--- config.mk ---
export PLATFORM = sky130hd
export DESIGN_NAME = imu_angle_frame_decoder_core
export DESIGN_NICKNAME = d
export VERILOG_FILES = /design/src/rtl/core/iafd_pkg.sv /design/src/rtl/core/iafd_frame.sv /design/src/rtl/core/iafd_angle.sv /design/src/rtl/core/imu_angle_frame_decoder_core.sv
export SDC_FILE = /design/constraint.sdc
export NUM_CORES = 1
export LEC_CHECK = 0
export ABC_AREA = 1
export BUFFER_PORTS_ARGS = -buffer_cell sky130_fd_sc_hd__buf_4
export CAP_MARGIN = 10
export CORE_MARGIN = 4
export CORE_UTILIZATION = 36
export CTS_CLUSTER_SIZE = 25
export DETAILED_ROUTE_END_ITERATION = 12
export PLACE_DENSITY_LB_ADDON = 0.05
export SLEW_MARGIN = 20
export SYNTH_ARGS = -nofsm -noshare
export SYNTH_HDL_FRONTEND = slang
export SYNTH_HIERARCHICAL = 1
export SYNTH_SLANG_ARGS = --single-unit
export TNS_END_PERCENT = 30
--- constraint.sdc ---
create_clock -name clk -period 9 [get_ports clk]
set_input_delay 0.9 -clock clk [delete_from_list [all_inputs] [get_ports clk]]
set_output_delay 0.9 -clock clk [all_outputs]
set_load 0.02 [all_outputs]
--- src/rtl/core/iafd_pkg.sv ---
// Shared types, constants and arithmetic helpers for the IMU angle frame decoder.
// Depends on nothing; every other file of the block imports this package.
`timescale 1ns / 1ps

package iafd_pkg;

  localparam int FRAME_LENGTH = 11;
  localparam int POS_W        = 4;
  localparam int DATA_DEPTH   = 8;
  localparam int DATA_IDX_W   = 3;

  // Byte positions inside a frame.
  localparam logic [POS_W-1:0] POS_DATA_FIRST = POS_W'(3);
  localparam logic [POS_W-1:0] POS_CRC_FIRST  = POS_W'(FRAME_LENGTH - 2);
  localparam logic [POS_W-1:0] POS_LAST       = POS_W'(FRAME_LENGTH - 1);
  localparam logic [POS_W-1:0] POS_SAT        = POS_W'(FRAME_LENGTH);

  // Buffer slots, counted from the first stored byte.
  localparam logic [DATA_IDX_W-1:0] ROLL_IDX    = DATA_IDX_W'(0);
  localparam logic [DATA_IDX_W-1:0] PITCH_IDX   = DATA_IDX_W'(2);
  localparam logic [DATA_IDX_W-1:0] YAW_IDX     = DATA_IDX_W'(4);
  localparam logic [DATA_IDX_W-1:0] CRC_LOW_IDX = DATA_IDX_W'(FRAME_LENGTH - 2 - 3);

  localparam logic [15:0] CRC_INIT = 16'hFFFF;
  localparam logic [15:0] CRC_POLY = 16'hA001;

  localparam logic CMD_BYTE  = 1'b0;
  localparam logic CMD_RESET = 1'b1;

  localparam logic signed [9:0]  YAW_HALF_TURN = 10'sd180;
  localparam logic        [15:0] TURN_DEGREES  = 16'd360;

  typedef struct packed {
    logic       command;
    logic [7:0] rx_byte;
    logic       frame_end;
  } in_t;

  typedef struct packed {
    logic               frame_ok;
    logic signed [15:0] roll_angle;
    logic signed [15:0] pitch_angle;
    logic signed [15:0] yaw_continuous;
  } out_t;

  // Frame checker to angle unit.
  typedef struct packed {
    logic               done;
    logic               ok;
    logic signed [15:0] roll_raw;
    logic signed [15:0] pitch_raw;
    logic signed [15:0] yaw_raw;
  } frame_result_t;

  // One byte of the reflected Modbus CRC-16.
  function automatic logic [15:0] crc_byte(input logic [15:0] crc, input logic [7:0] b);
    logic [15:0] c;
    c = crc ^ {8'h00, b};
    for (int k = 0; k < 8; k++) begin
      c = c[0] ? ((c >> 1) ^ CRC_POLY) : (c >> 1);
    end
    return c;
  endfunction

  // raw * 45 / 64, truncated toward zero: degrees with 7 fraction bits.
  function automatic logic signed [15:0] tilt_fixed(input logic signed [15:0] raw);
    logic signed [21:0] prod;
    logic signed [21:0] adj;
    prod = 22'(raw) * 22'sd45;
    adj  = prod[21] ? (prod + 22'sd63) : prod;
    return adj[21:6];
  endfunction

  // raw * 180 / 32768, truncated toward zero: whole degrees, -180..179.
  function automatic logic signed [8:0] yaw_degrees(input logic signed [15:0] raw);
    logic signed [23:0] prod;
    logic signed [23:0] adj;
    prod = 24'(raw) * 24'sd180;
    adj  = prod[23] ? (prod + 24'sd32767) : prod;
    return adj[23:15];
  endfunction

endpackage

--- src/rtl/core/iafd_frame.sv ---
// Frame tracker: byte position, running CRC, data byte buffer and the end-of-frame check.
// Depends on iafd_pkg.
`timescale 1ns / 1ps

module iafd_frame import iafd_pkg::*; (
  input  logic          clk,
  input  logic          rst,
  input  logic          fire,
  input  in_t           item,
  output frame_result_t frame
);

  logic [POS_W-1:0]      pos;
  logic [15:0]           crc;
  logic [7:0]            data_buf [DATA_DEPTH];
  logic [DATA_IDX_W-1:0] wr_index;
  logic                  is_byte;
  logic                  mid_byte;

  assign is_byte  = fire && (item.command == CMD_BYTE);
  assign mid_byte = is_byte && !item.frame_end;
  assign wr_index = pos[DATA_IDX_W-1:0] - POS_DATA_FIRST[DATA_IDX_W-1:0];

  always_ff @(posedge clk) begin
    if (rst) begin
      pos <= '0;
      crc <= CRC_INIT;
    end else if (is_byte) begin
      if (item.frame_end) begin
        pos <= '0;
        crc <= CRC_INIT;
      end else begin
        if (pos < POS_CRC_FIRST) begin
          crc <= crc_byte(crc, item.rx_byte);
        end
        if (pos <= POS_SAT) begin
          pos <= pos + POS_W'(1);
        end
      end
    end
  end

  // The buffer needs no reset: a frame that passes the length check has written
  // every slot that is read.
  always_ff @(posedge clk) begin
    if (mid_byte && pos >= POS_DATA_FIRST && pos <= POS_LAST) begin
      data_buf[wr_index] <= item.rx_byte;
    end
  end

  always_comb begin
    frame.done      = is_byte && item.frame_end;
    frame.ok        = frame.done && (pos == POS_LAST)
                      && ({item.rx_byte, data_buf[CRC_LOW_IDX]} == crc);
    frame.roll_raw  = {data_buf[ROLL_IDX],  data_buf[ROLL_IDX + DATA_IDX_W'(1)]};
    frame.pitch_raw = {data_buf[PITCH_IDX], data_buf[PITCH_IDX + DATA_IDX_W'(1)]};
    frame.yaw_raw   = {data_buf[YAW_IDX],   data_buf[YAW_IDX + DATA_IDX_W'(1)]};
  end

endmodule

--- src/rtl/core/iafd_angle.sv ---
// Angle unit: scales roll and pitch, unwraps yaw and keeps the held angles.
// Depends on iafd_pkg.
`timescale 1ns / 1ps

module iafd_angle import iafd_pkg::*; (
  input  logic          clk,
  input  logic          rst,
  input  logic          fire,
  input  in_t           item,
  input  frame_result_t frame,
  output out_t          result
);

  logic signed [15:0] held_roll;
  logic signed [15:0] held_pitch;
  logic signed [15:0] held_yaw;
  logic signed [8:0]  prev_yaw;
  logic        [15:0] turn_offset;   // turn count times 360, modulo 2^16

  logic signed [8:0]  yaw;
  logic signed [9:0]  delta;
  logic        [15:0] turn_offset_next;
  logic signed [15:0] roll_next;
  logic signed [15:0] pitch_next;
  logic signed [15:0] yaw_next;
  logic               clear;
  logic               update;

  assign clear  = fire && (item.command == CMD_RESET);
  assign update = frame.ok;

  always_comb begin
    yaw        = yaw_degrees(frame.yaw_raw);
    delta      = 10'(yaw) - 10'(prev_yaw);
    roll_next  = tilt_fixed(frame.roll_raw);
    pitch_next = tilt_fixed(frame.pitch_raw);
    if (delta > YAW_HALF_TURN) begin
      turn_offset_next = turn_offset - TURN_DEGREES;
    end else if (delta < -YAW_HALF_TURN) begin
      turn_offset_next = turn_offset + TURN_DEGREES;
    end else begin
      turn_offset_next = turn_offset;
    end
    yaw_next = 16'(yaw) + $signed(turn_offset_next);
  end

  always_ff @(posedge clk) begin
    if (rst || clear) begin
      held_roll   <= '0;
      held_pitch  <= '0;
      held_yaw    <= '0;
      prev_yaw    <= '0;
      turn_offset <= '0;
    end else if (update) begin
      held_roll   <= roll_next;
      held_pitch  <= pitch_next;
      held_yaw    <= yaw_next;
      prev_yaw    <= yaw;
      turn_offset <= turn_offset_next;
    end
  end

  always_comb begin
    result.frame_ok       = frame.ok;
    result.roll_angle     = update ? roll_next  : held_roll;
    result.pitch_angle    = update ? pitch_next : held_pitch;
    result.yaw_continuous = update ? yaw_next   : held_yaw;
  end

endmodule

--- src/rtl/core/imu_angle_frame_decoder_core.sv ---
// Top level of the IMU angle frame decoder: input register, frame tracker, angle unit
// and result register. Depends on iafd_pkg, iafd_frame and iafd_angle.
`timescale 1ns / 1ps

// The block takes the received bytes of an 11-byte Modbus RTU read response on the
// byte channel (byte_valid, byte_stall, byte_data), one byte or command per transfer.
// A byte with frame_end set closes the frame and produces one transfer on the result
// channel (result_valid, result_stall, result_data): frame_ok tells whether the
// length and CRC matched, and the roll, pitch and unwrapped yaw that are held after
// the frame. Other bytes and the reset-angles command produce no result.
//
// Each byte transfer lands in an input register; as it moves on, the CRC, frame
// check and angle math run in one pass and the result is loaded into the result
// register. A new byte can be taken every cycle while byte_stall is low, and the
// sustained rate is one byte per clock while the receiver does not stall results.
//
// When the receiver stalls a waiting result, the byte already in the input register
// still goes through if it makes no result; a byte that closes a frame waits, and
// byte_stall then rises until the result register is free.
// A synchronous rst empties both registers and clears the frame position, the CRC,
// the turn counter and the held angles.

module imu_angle_frame_decoder_core import iafd_pkg::*; (
  input  logic clk,
  input  logic rst,
  input  logic byte_valid,
  output logic byte_stall,
  input  in_t  byte_data,
  output logic result_valid,
  input  logic result_stall,
  output out_t result_data
);

  logic          item_valid;
  in_t           item;
  logic          makes_result;
  logic          advance;
  frame_result_t frame;
  out_t          result;

  // A waiting item moves on unless it needs the result register while that is held.
  assign makes_result = (item.command == CMD_BYTE) && item.frame_end;
  assign advance      = item_valid && (!makes_result || !result_valid || !result_stall);
  assign byte_stall   = item_valid && !advance;

  always_ff @(posedge clk) begin
    if (rst) begin
      item_valid <= 1'b0;
    end else if (byte_valid && !byte_stall) begin
      item_valid <= 1'b1;
    end else if (advance) begin
      item_valid <= 1'b0;
    end
  end

  always_ff @(posedge clk) begin
    if (byte_valid && !byte_stall) begin
      item <= byte_data;
    end
  end

  iafd_frame u_frame (
    .clk   (clk),
    .rst   (rst),
    .fire  (advance),
    .item  (item),
    .frame (frame)
  );

  iafd_angle u_angle (
    .clk    (clk),
    .rst    (rst),
    .fire   (advance),
    .item   (item),
    .frame  (frame),
    .result (result)
  );

  // The result register holds its transfer until the receiver takes it.
  always_ff @(posedge clk) begin
    if (rst) begin
      result_valid <= 1'b0;
    end else if (advance && makes_result) begin
      result_valid <= 1'b1;
    end else if (!result_stall) begin
      result_valid <= 1'b0;
    end
  end

  always_ff @(posedge clk) begin
    if (advance && makes_result) begin
      result_data <= result;
    end
  end

endmodule

==> results of run 1 <==
-- area by class of cell --
| cell class | count | area share |
|---|---|---|
| clock buffer | 35 | 0.0361 |
| clock inverter | 11 | 0.00565 |
| inverter | 472 | 0.0911 |
| multi-input combinational | 1488 | 0.528 |
| sequential | 207 | 0.272 |
| tap | 615 | 0.0395 |
| timing repair buffer | 73 | 0.0281 |
-- routing by layer --
layer | vias to the layer above | track usage | part of all wire
li1 | 7112 | - | -
met1 | 6247 | 0.223 | 0.49
met2 | 140 | 0.274 | 0.46
met3 | 60 | 0.0182 | 0.024
met4 | 0 | 0.0402 | 0.025
met5 | - | 0 | 0
-- logic make-up after synthesis --
logic type,synth area share
AND/OR/NAND/NOR,0.222
flip-flops,0.303
XOR/XNOR,0.0456
buffers and inverters,0.108
adder cells (fa/ha/maj),0.229
multiplexers,0.00115
AO/OA/AOI/OAI,0.0904
-- cells in the final DEF, fill, tap and decap left out, types with 7 or more instances in the layout --
cell	count
clkbuf_16	25
inv_2	23
nand3_2	14
a21oi_1	125
nor2_1	111
o21bai_1	8
o22ai_1	12
edfxtp_1	115
nand2_1	483
xnor2_1	21
xor2_1	54
nand3_1	109
buf_4	73
o21ai_1	20
nand3b_1	10
nand4_1	29
o21ai_0	66
nor2_2	14
fa_1	86
ha_1	180
inv_1	447
nor3_1	15
nand2_2	43
or2_2	7
xor2_2	8
dfxtp_1	92
a21oi_2	12
-- power by group --
group | switching (mW) | total, mW | internal [mW]
Combinational | 0.0448 | 0.0669 | 0.0220
Sequential | 0.0137 | 1.02 | 1.00
Clock | 0.401 | 1.00 | 0.602
Total | 0.460 | 2.09 | 1.63
-- critical path, delay by kind of cell, from the launching register on --
family	cells	cell delay (ps)
adders and majority gates	9	3220
and+or+nand+nor	27	2520
xor gates and xnor gates	3	610
AOI/OAI and AO/OA	4	590
DFF	1	460
buffers and inverters	7	440
-- worst max-delay path by stage --
stage	startpoint	to	slack [ps]	cells after the start
after global routing	u_frame/data_buf[4][1]	result_data[15]	10	50
after floorplan	u_frame/data_buf[5][5]	result_data[14]	1740	47
after global placement	u_frame/data_buf[4][2]	result_data[14]	900	48
final	u_frame/data_buf[4][2]	result_data[15]	890	50
after CTS	u_frame/data_buf[4][2]	result_data[15]	750	51
after detailed placement	u_frame/data_buf[4][1]	result_data[15]	760	51
-- state kept, by name (all words and copies together), names as in the netlist --
signal / count
u_angle/held_pitch: 16
u_frame/data_buf: 56
u_angle/prev_yaw: 9
item_valid: 1
result_valid: 1
result_data: 49
u_angle/held_yaw: 16
u_frame/crc: 16
u_angle/held_roll: 16
item: 10
u_frame/pos: 4
u_angle/turn_offset: 13
-- cells in the mapped netlist (4+ instances only) --
library cell | n | area, sq um
nand3_2 | 14 | 140
nor2_1 | 112 | 420
clkbuf_1 | 16 | 60.1
nand3_1 | 109 | 546
nor3_2 | 4 | 40.0
or2_2 | 7 | 43.8
edfxtp_1 | 115 | 3450
ha_1 | 182 | 2280
o21bai_1 | 8 | 60.1
dfxtp_1 | 92 | 1840
nor2_2 | 14 | 87.6
a31oi_1 | 4 | 25.0
nor2_4 | 5 | 56.3
xor2_2 | 7 | 114
fa_1 | 86 | 1720
a21oi_1 | 126 | 631
nand2_1 | 483 | 1810
xnor2_1 | 21 | 184
nand2_2 | 43 | 269
inv_2 | 20 | 75.1
nor3_1 | 15 | 75.1
o21ai_0 | 67 | 335
o211ai_1 | 5 | 37.5
o21ai_1 | 19 | 95.1
buf_1 | 4 | 15.0
nand4_1 | 29 | 181
o22ai_1 | 12 | 75.1
inv_1 | 450 | 1690
xor2_1 | 55 | 482
a21oi_2 | 11 | 96.3
nand3b_1 | 10 | 75.1
-- what timing repair did --
action	CTS	global route
buffers inserted	0	0
setup endpoints to repair	0	4
resized for setup	0	5
hold endpoints to repair	0	0
==> impl_metrics.tcl, run 1 <==
set metrics [dict create \
    routedWlPerCell_microns 14.4 \
    crit_path_end_kind "flip-flop" \
    worst_ep_arrival_time_ps 8410 \
    synth_flop_cell "edfxtp_1" \
    vias 13600 \
    synth-edff-count 115 \
    cap_violations 0 \
    ios 65 \
    rows 80 \
    fin_cells 2901 \
    relSlewSlack 0.427 \
    root_buffer "clkbuf_16" \
    clock_skew_ps 19.6 \
    regArea_sq_um 5300 \
    antenna_cells 0 \
    design_power_total_mw 2.09 \
    status "finished, final reports clean" \
    setup_slack_ps 887 \
    r2r-start "u_frame/data_buf[4][2]" \
    finalSetupViolations 0 \
    r2r_end "result_data[15]" \
    gr-total-overflow 0 \
    clock_path_buffers 3 \
    critPathMostFrequentCell "nand2_1" \
    cts.sinks 207 \
    avgViaCountPerCell 4.67 \
    drt-initial-drc-count 571 \
    powerDensity_nw_per_um2 107 \
    gp_congestion 0.830 \
    pre_cts_slack_ps 758 \
    rsz0062_at_grt "false" \
    final-hold-violation-count 0 \
    worstHoldEndpoint "u_angle/held_roll[11]" \
    critical_path.max_stage_delay_ps 530 \
    max_freq_ghz 0.123 \
    slowest_stage "fa_1" \
    io_buffers 64 \
    postPlaceCellArea_sq_um 18700 \
    first_pass_iters 5 \
    hold_class "reg -> reg" \
    ant_nets 0 \
    die_height_microns 228 \
    ir_worst_vdd_uv 114 \
    tightest_slew_ps 857 \
    postCtsHoldBufs 0 \
    syn_avg_cell_area_sq_um 7.96 \
    dp.cells 2855 \
    period_minus_slack_ps 8110 \
    fin_setup_tns_ps 0 \
    grt_max_degree 57 \
    drive_gt1_frac 0.114 \
    final_util 0.407 \
    h-tree-depth 1 \
    holdWs_ps 470 \
    core_sq_um 47800 \
    syn_inst 2193 \
    n_fill_cell 4920 \
    finalCritPeriodShare 0.901 \
    antenna_found_initial 0 \
    worstPathRequired_ps 9300 \
    area_growth_pct 11.7 \
    min_path_cells 2 \
    ys_seq_area_frac 0.303 \
    routed_wl_microns 41600 \
    syn-num-nets 2475 \
    hold_start "u_angle/held_roll[11]" \
    critical_path_peak_fanout 8 \
    r2r_cells 50 \
    ys_seq_elements 207 \
    grt_pass1_vias 13800 \
    drc 0 \
    clock_latency_ps 540 \
    yosysWarnings 6 \
    dp_hpwl_microns 33000 \
    async_flop_share 0 \
    slew_violations 0 \
    finalInstanceArea_sq_um 19500 \
    dieArea_sq_um 52100 \
    start_util 0.365 \
    nets 2549 \
    die_w_microns 228 \
    clk_pin_slew_ps 60 \
    start_kind "flip-flop" \
    p_leak_nw 9.72 \
    multi_input_comb_area_sq_um 10300 \
    syn_area_sq_um 17400 \
    cts_buffers 25 \
    worstSetupPathType "reg -> reg" \
    grt_pass1_wl_microns 70700 \
    cts_tree "yes" \
    grt_usage 0.162 \
    reg2reg_slack_ps 890 \
    synth_cell_types 62 \
]
No activity file was read; power rests on OpenSTA's default activity.
==> run 2, diff against run 1 <==
- clock period: 9 -> 8 ns (I/O delays scaled with it)
==> run 2 against run 1 <==
  * Global-route usage down 0.11 points
  * Sequential cell count stayed put
  * Combinational power rose by 15%
  * Register-to-register slack lost 490 ps
  * Total power up 19%
  * Wire length is 2.8% higher
  * Design area grew 5.9%
  * Sequential power is 12% higher
  * Non-clock buffer count grew 55
==> impl_metrics.tcl, run 2 (same netlist as run 1, synthesis figures left out) <==
set metrics [dict create \
    grt_usage 0.161 \
    largest_register_ffs 56 \
    critical_path_peak_fanout 7 \
    antenna_found_initial 0 \
    period_minus_slack_ps 7600 \
    fin_setup_tns_ps 0 \
    area_growth_pct 18.2 \
    cts_buffers 26 \
    die_w_microns 228 \
    grt_pass1_wl_microns 70400 \
    critPathLaunch "u_frame/data_buf[4][0]" \
    ant_nets 0 \
    avgViaCountPerCell 4.71 \
    slew_violations 0 \
    design_power_total_mw 2.49 \
    relSlewSlack 0.435 \
    cts.sinks 207 \
    r2r-start "u_frame/data_buf[4][0]" \
    vias 13900 \
    antenna_cells 0 \
    worstPathRequired_ps 8300 \
    grt_max_degree 81 \
    postPlaceCellArea_sq_um 18700 \
    hold_class "in -> reg" \
    start_util 0.365 \
    clock_latency_ps 540 \
    dieArea_sq_um 52100 \
    dp_hpwl_microns 33200 \
    drt-initial-drc-count 526 \
    finalInstanceArea_sq_um 20600 \
    core_sq_um 47800 \
    drive_gt1_frac 0.173 \
    clock_skew_ps 11.6 \
    top_register "u_frame/data_buf" \
    cts_tree "yes" \
    first_pass_iters 5 \
    clock_path_buffers 3 \
    critical_path.max_stage_delay_ps 540 \
    top_regs "u_frame/data_buf x56, result_data x49" \
    hold_start "byte_data[9]" \
    worst_ep_arrival_time_ps 7900 \
    layout_common_cells "nand2_1 (462), inv_1 (442), ha_1 (151)" \
    n_fill_cell 4844 \
    gp_congestion 0.834 \
    h-tree-depth 1 \
    regArea_sq_um 5300 \
    final-hold-violation-count 0 \
    routed_wl_microns 42800 \
    grt_pass1_vias 13800 \
    rows 80 \
    clk_pin_slew_ps 60 \
    ir_worst_vdd_uv 158 \
    gr-total-overflow 0 \
    slowest_stage "fa_1" \
    worstSetupPathType "reg -> reg" \
    max_freq_ghz 0.132 \
    die_height_microns 228 \
    start_kind "flip-flop" \
    holdWs_ps 435 \
    crit_path_end_kind "flip-flop" \
    nets 2605 \
    critPathMostFrequentCell "nand2_1" \
    routedWlPerCell_microns 14.5 \
    root_buffer "clkbuf_16" \
    status "finished, final reports clean" \
    finalSetupViolations 0 \
    ios 65 \
    io_buffers 64 \
    powerDensity_nw_per_um2 121 \
    multi_input_comb_area_sq_um 10900 \
    p_leak_nw 10.1 \
    tightest_slew_ps 847 \
    cap_violations 0 \
    finalCritPeriodShare 0.950 \
    drc 0 \
    layout_commonest_cell "nand2_1" \
]
-- run 2: final cells by class --
| cell class | instances | area share |
|---|---|---|
| multi-input cells | 1488 | 0.528 |
| flip-flops and latches | 207 | 0.257 |
| inverters | 472 | 0.0863 |
| repair buffers | 128 | 0.0466 |
| well taps | 615 | 0.0373 |
| clock buffers | 27 | 0.0328 |
| clock inverters | 19 | 0.0124 |
-- run 2: path summary, 6_finish.rpt --
path                         endpoint  slack (ps)  cells past startpoint
setup / recovery      result_data[15]         400                     49
hold / removal                item[9]         430                      1
setup reg to reg      result_data[15]         400                     49
hold reg to reg   u_angle/prev_yaw[1]         470                      2
-- run 2: per-stage QoR --
stage | utilization | instances | setup slack [ps]
2_1_floorplan | - | 2193 | 740
4_1_cts | 0.414 | 2923 | 1.60
6_report | 0.431 | 2956 | 397
3_3_place_gp | 0.391 | 2865 | 14.8
3_5_place_dp | 0.391 | 2865 | -137
5_1_grt | 0.431 | 2956 | -111
-- run 2: critical path: cells and delay by family (launching register included) --
family,cells,cell delay (ps)
DFF,1,420
and+or+nand+nor,24,2230
AOI/OAI and AO/OA,6,920
xor gates and xnor gates,2,410
buffers and inverters,9,800
adders and majority gates,8,2580
-- run 2: power by group --
| group | total [mW] | internal (mW) | switching [mW] |
|---|---|---|---|
| sequential | 1.14 | 1.13 | 0.0136 |
| clock | 1.27 | 0.781 | 0.489 |
| combinational | 0.0771 | 0.0251 | 0.0520 |
-- run 2: timing repair --
action / CTS / global route
setup buffers: 12 / 33
endpoints found under the setup margin: 3 / 21
hold buffers: 0 / 0
resized for setup: 6 / 106
pin swaps: 0 / 54
-- run 2: per-layer routing --
metal	wire (microns)	up-vias	GRT usage	share of wire
li1	-	7224	-	-
met1	20900	6467	0.224	0.49
met2	19800	183	0.272	0.46
met3	1130	55	0.0177	0.026
met4	941	0	0.0360	0.022
met5	0	-	0	0
==> run 3, diff against run 2 <==
- CORE_ASPECT_RATIO: default -> 1.5
==> run 3 against run 2 <==
  * Design area down 1.3%
  * Clock power decreased by 20%
  * Critical path depth grew 4
  * Highest routed layer unchanged
==> impl_metrics.tcl, run 3 (same netlist as run 1, synthesis figures left out) <==
set metrics [dict create \
    status "finished, final reports clean" \
    io_buffers 64 \
    finalCritPeriodShare 0.937 \
    ir_worst_vdd_uv 139 \
    cap_violations 0 \
    largest_register_ffs 56 \
    crit_path_end_kind "flip-flop" \
    layout_common_cells "nand2_1 (465), inv_1 (442), ha_1 (145)" \
    clock_path_buffers 3 \
    first_pass_iters 6 \
    grt_pass1_wl_microns 68100 \
    cts_tree "yes" \
    hold_class "in -> reg" \
    dieArea_sq_um 52100 \
    drive_gt1_frac 0.166 \
    clock_latency_ps 530 \
    max_freq_ghz 0.133 \
    area_growth_pct 16.7 \
    nets 2590 \
    cts_buffers 23 \
    period_minus_slack_ps 7490 \
    root_buffer "clkbuf_16" \
    top_register "u_frame/data_buf" \
    worstSetupPathType "reg -> reg" \
    clock_skew_ps 10.3 \
    rows 98 \
    grt_usage 0.156 \
    ant_nets 0 \
    critical_path_peak_fanout 7 \
    start_util 0.365 \
    tightest_slew_ps 907 \
    grt_pass1_vias 13800 \
    n_fill_cell 4837 \
    routed_wl_microns 41200 \
    ios 65 \
    relSlewSlack 0.395 \
    routedWlPerCell_microns 14.1 \
    drt-initial-drc-count 421 \
    dp_hpwl_microns 32600 \
    finalSetupViolations 0 \
    drc 0 \
    holdWs_ps 446 \
    grt_max_degree 85 \
    gr-total-overflow 0 \
    h-tree-depth 1 \
    avgViaCountPerCell 4.73 \
    cts.sinks 207 \
    core_sq_um 47800 \
    gp_congestion 0.843 \
    final-hold-violation-count 0 \
    critPathMostFrequentCell "nand2_1" \
    slowest_stage "fa_1" \
    die_w_microns 188 \
    slew_violations 0 \
    p_leak_nw 9.92 \
    top_regs "u_frame/data_buf x56, result_data x49" \
    critical_path.max_stage_delay_ps 530 \
    antenna_cells 0 \
    die_height_microns 278 \
    worstPathRequired_ps 8290 \
    vias 13800 \
    clk_pin_slew_ps 60 \
    start_kind "flip-flop" \
    worst_ep_arrival_time_ps 7780 \
    powerDensity_nw_per_um2 109 \
    design_power_total_mw 2.22 \
    layout_commonest_cell "nand2_1" \
    antenna_found_initial 0 \
]
## run 3: cell count changes in the layout (fill, tap and decap cells not counted), moves of 3 or more
cell        previous run  this run
clkinv_4               5         1
clkbuf_16             27        23
buf_4                128       114
nand2_1              462       465
inv_4                  1         4
clkinv_1               2         5
ha_4                  29        34
ha_1                 151       145
clkbuf_1               0         6
clkinvlp_4             3         0
bufinv_16              5         1
nand2_2               59        56
## run 3: report_power, final
| part | switching, mW | internal, mW | total [mW] | leakage [nW] |
|---|---|---|---|---|
| sequential | 0.0142 | 1.13 | 1.14 | 1.83 |
| clock | 0.435 | 0.570 | 1.01 | 0.343 |
| combinational | 0.0505 | 0.0248 | 0.0753 | 7.75 |
| total | 0.500 | 1.72 | 2.22 | 9.92 |
## run 3: repair_timing
action	in CTS	in global routing
setup buffers	8	32
gates resized for setup	9	109
pin swaps	0	47
hold buffers	0	0
setup endpoints to repair	4	19
## run 3: area by class of cell
type / instances / area [sq um] / share of cell area
timing repair buffer: 116 / 878 / 0.0431
multi-input combinational: 1488 / 11000 / 0.539
inverter: 472 / 1780 / 0.0872
clock buffer: 30 / 612 / 0.0300
sequential: 207 / 5300 / 0.260
tap: 600 / 751 / 0.0369
clock inverter: 11 / 81.3 / 0.00399
## run 3: critical path, delay by kind of cell, from the launching register on
| kind | cells | cell delay [ps] |
|---|---|---|
| AOI/OAI and AO/OA | 3 | 380 |
| and+or+nand+nor | 30 | 2510 |
| DFF | 1 | 450 |
| adders and majority gates | 9 | 2850 |
| xor gates and xnor gates | 3 | 500 |
| buffers and inverters | 8 | 550 |
## run 3: path summary, 6_finish.rpt
path | startpoint | end | slack, ps | cells past startpoint
setup / recovery | u_frame/data_buf[5][6] | result_data[15] | 510 | 53
hold / removal | byte_data[5] | item[5] | 450 | 1
setup reg to reg | u_frame/data_buf[5][6] | result_data[15] | 510 | 53
hold reg to reg | u_angle/prev_yaw[2] | u_angle/prev_yaw[2] | 470 | 2
## run 3: layer usage
metal | GRT usage | wire [microns] | up-vias
met5 | 0 | 0 | -
met4 | 0.0482 | 1140 | 0
met3 | 0.0188 | 1120 | 56
met2 | 0.290 | 21100 | 162
met1 | 0.187 | 17900 | 6417
li1 | - | - | 7191
## run 3: per-stage QoR
stage | cells | utilization | setup TNS, ps | cell area, sq um | setup WS [ps]
3_5_place_dp | 2843 | 0.390 | -398 | 18700 | -164
6_report | 2924 | 0.426 | 0 | 20400 | 507
4_1_cts | 2892 | 0.407 | 0 | 19500 | 8.35
5_1_grt | 2924 | 0.426 | -110 | 20400 | -81.4
2_1_floorplan | 2193 | - | 0 | 17400 | 740
3_3_place_gp | 2843 | 0.390 | -26.1 | 18700 | -26.1
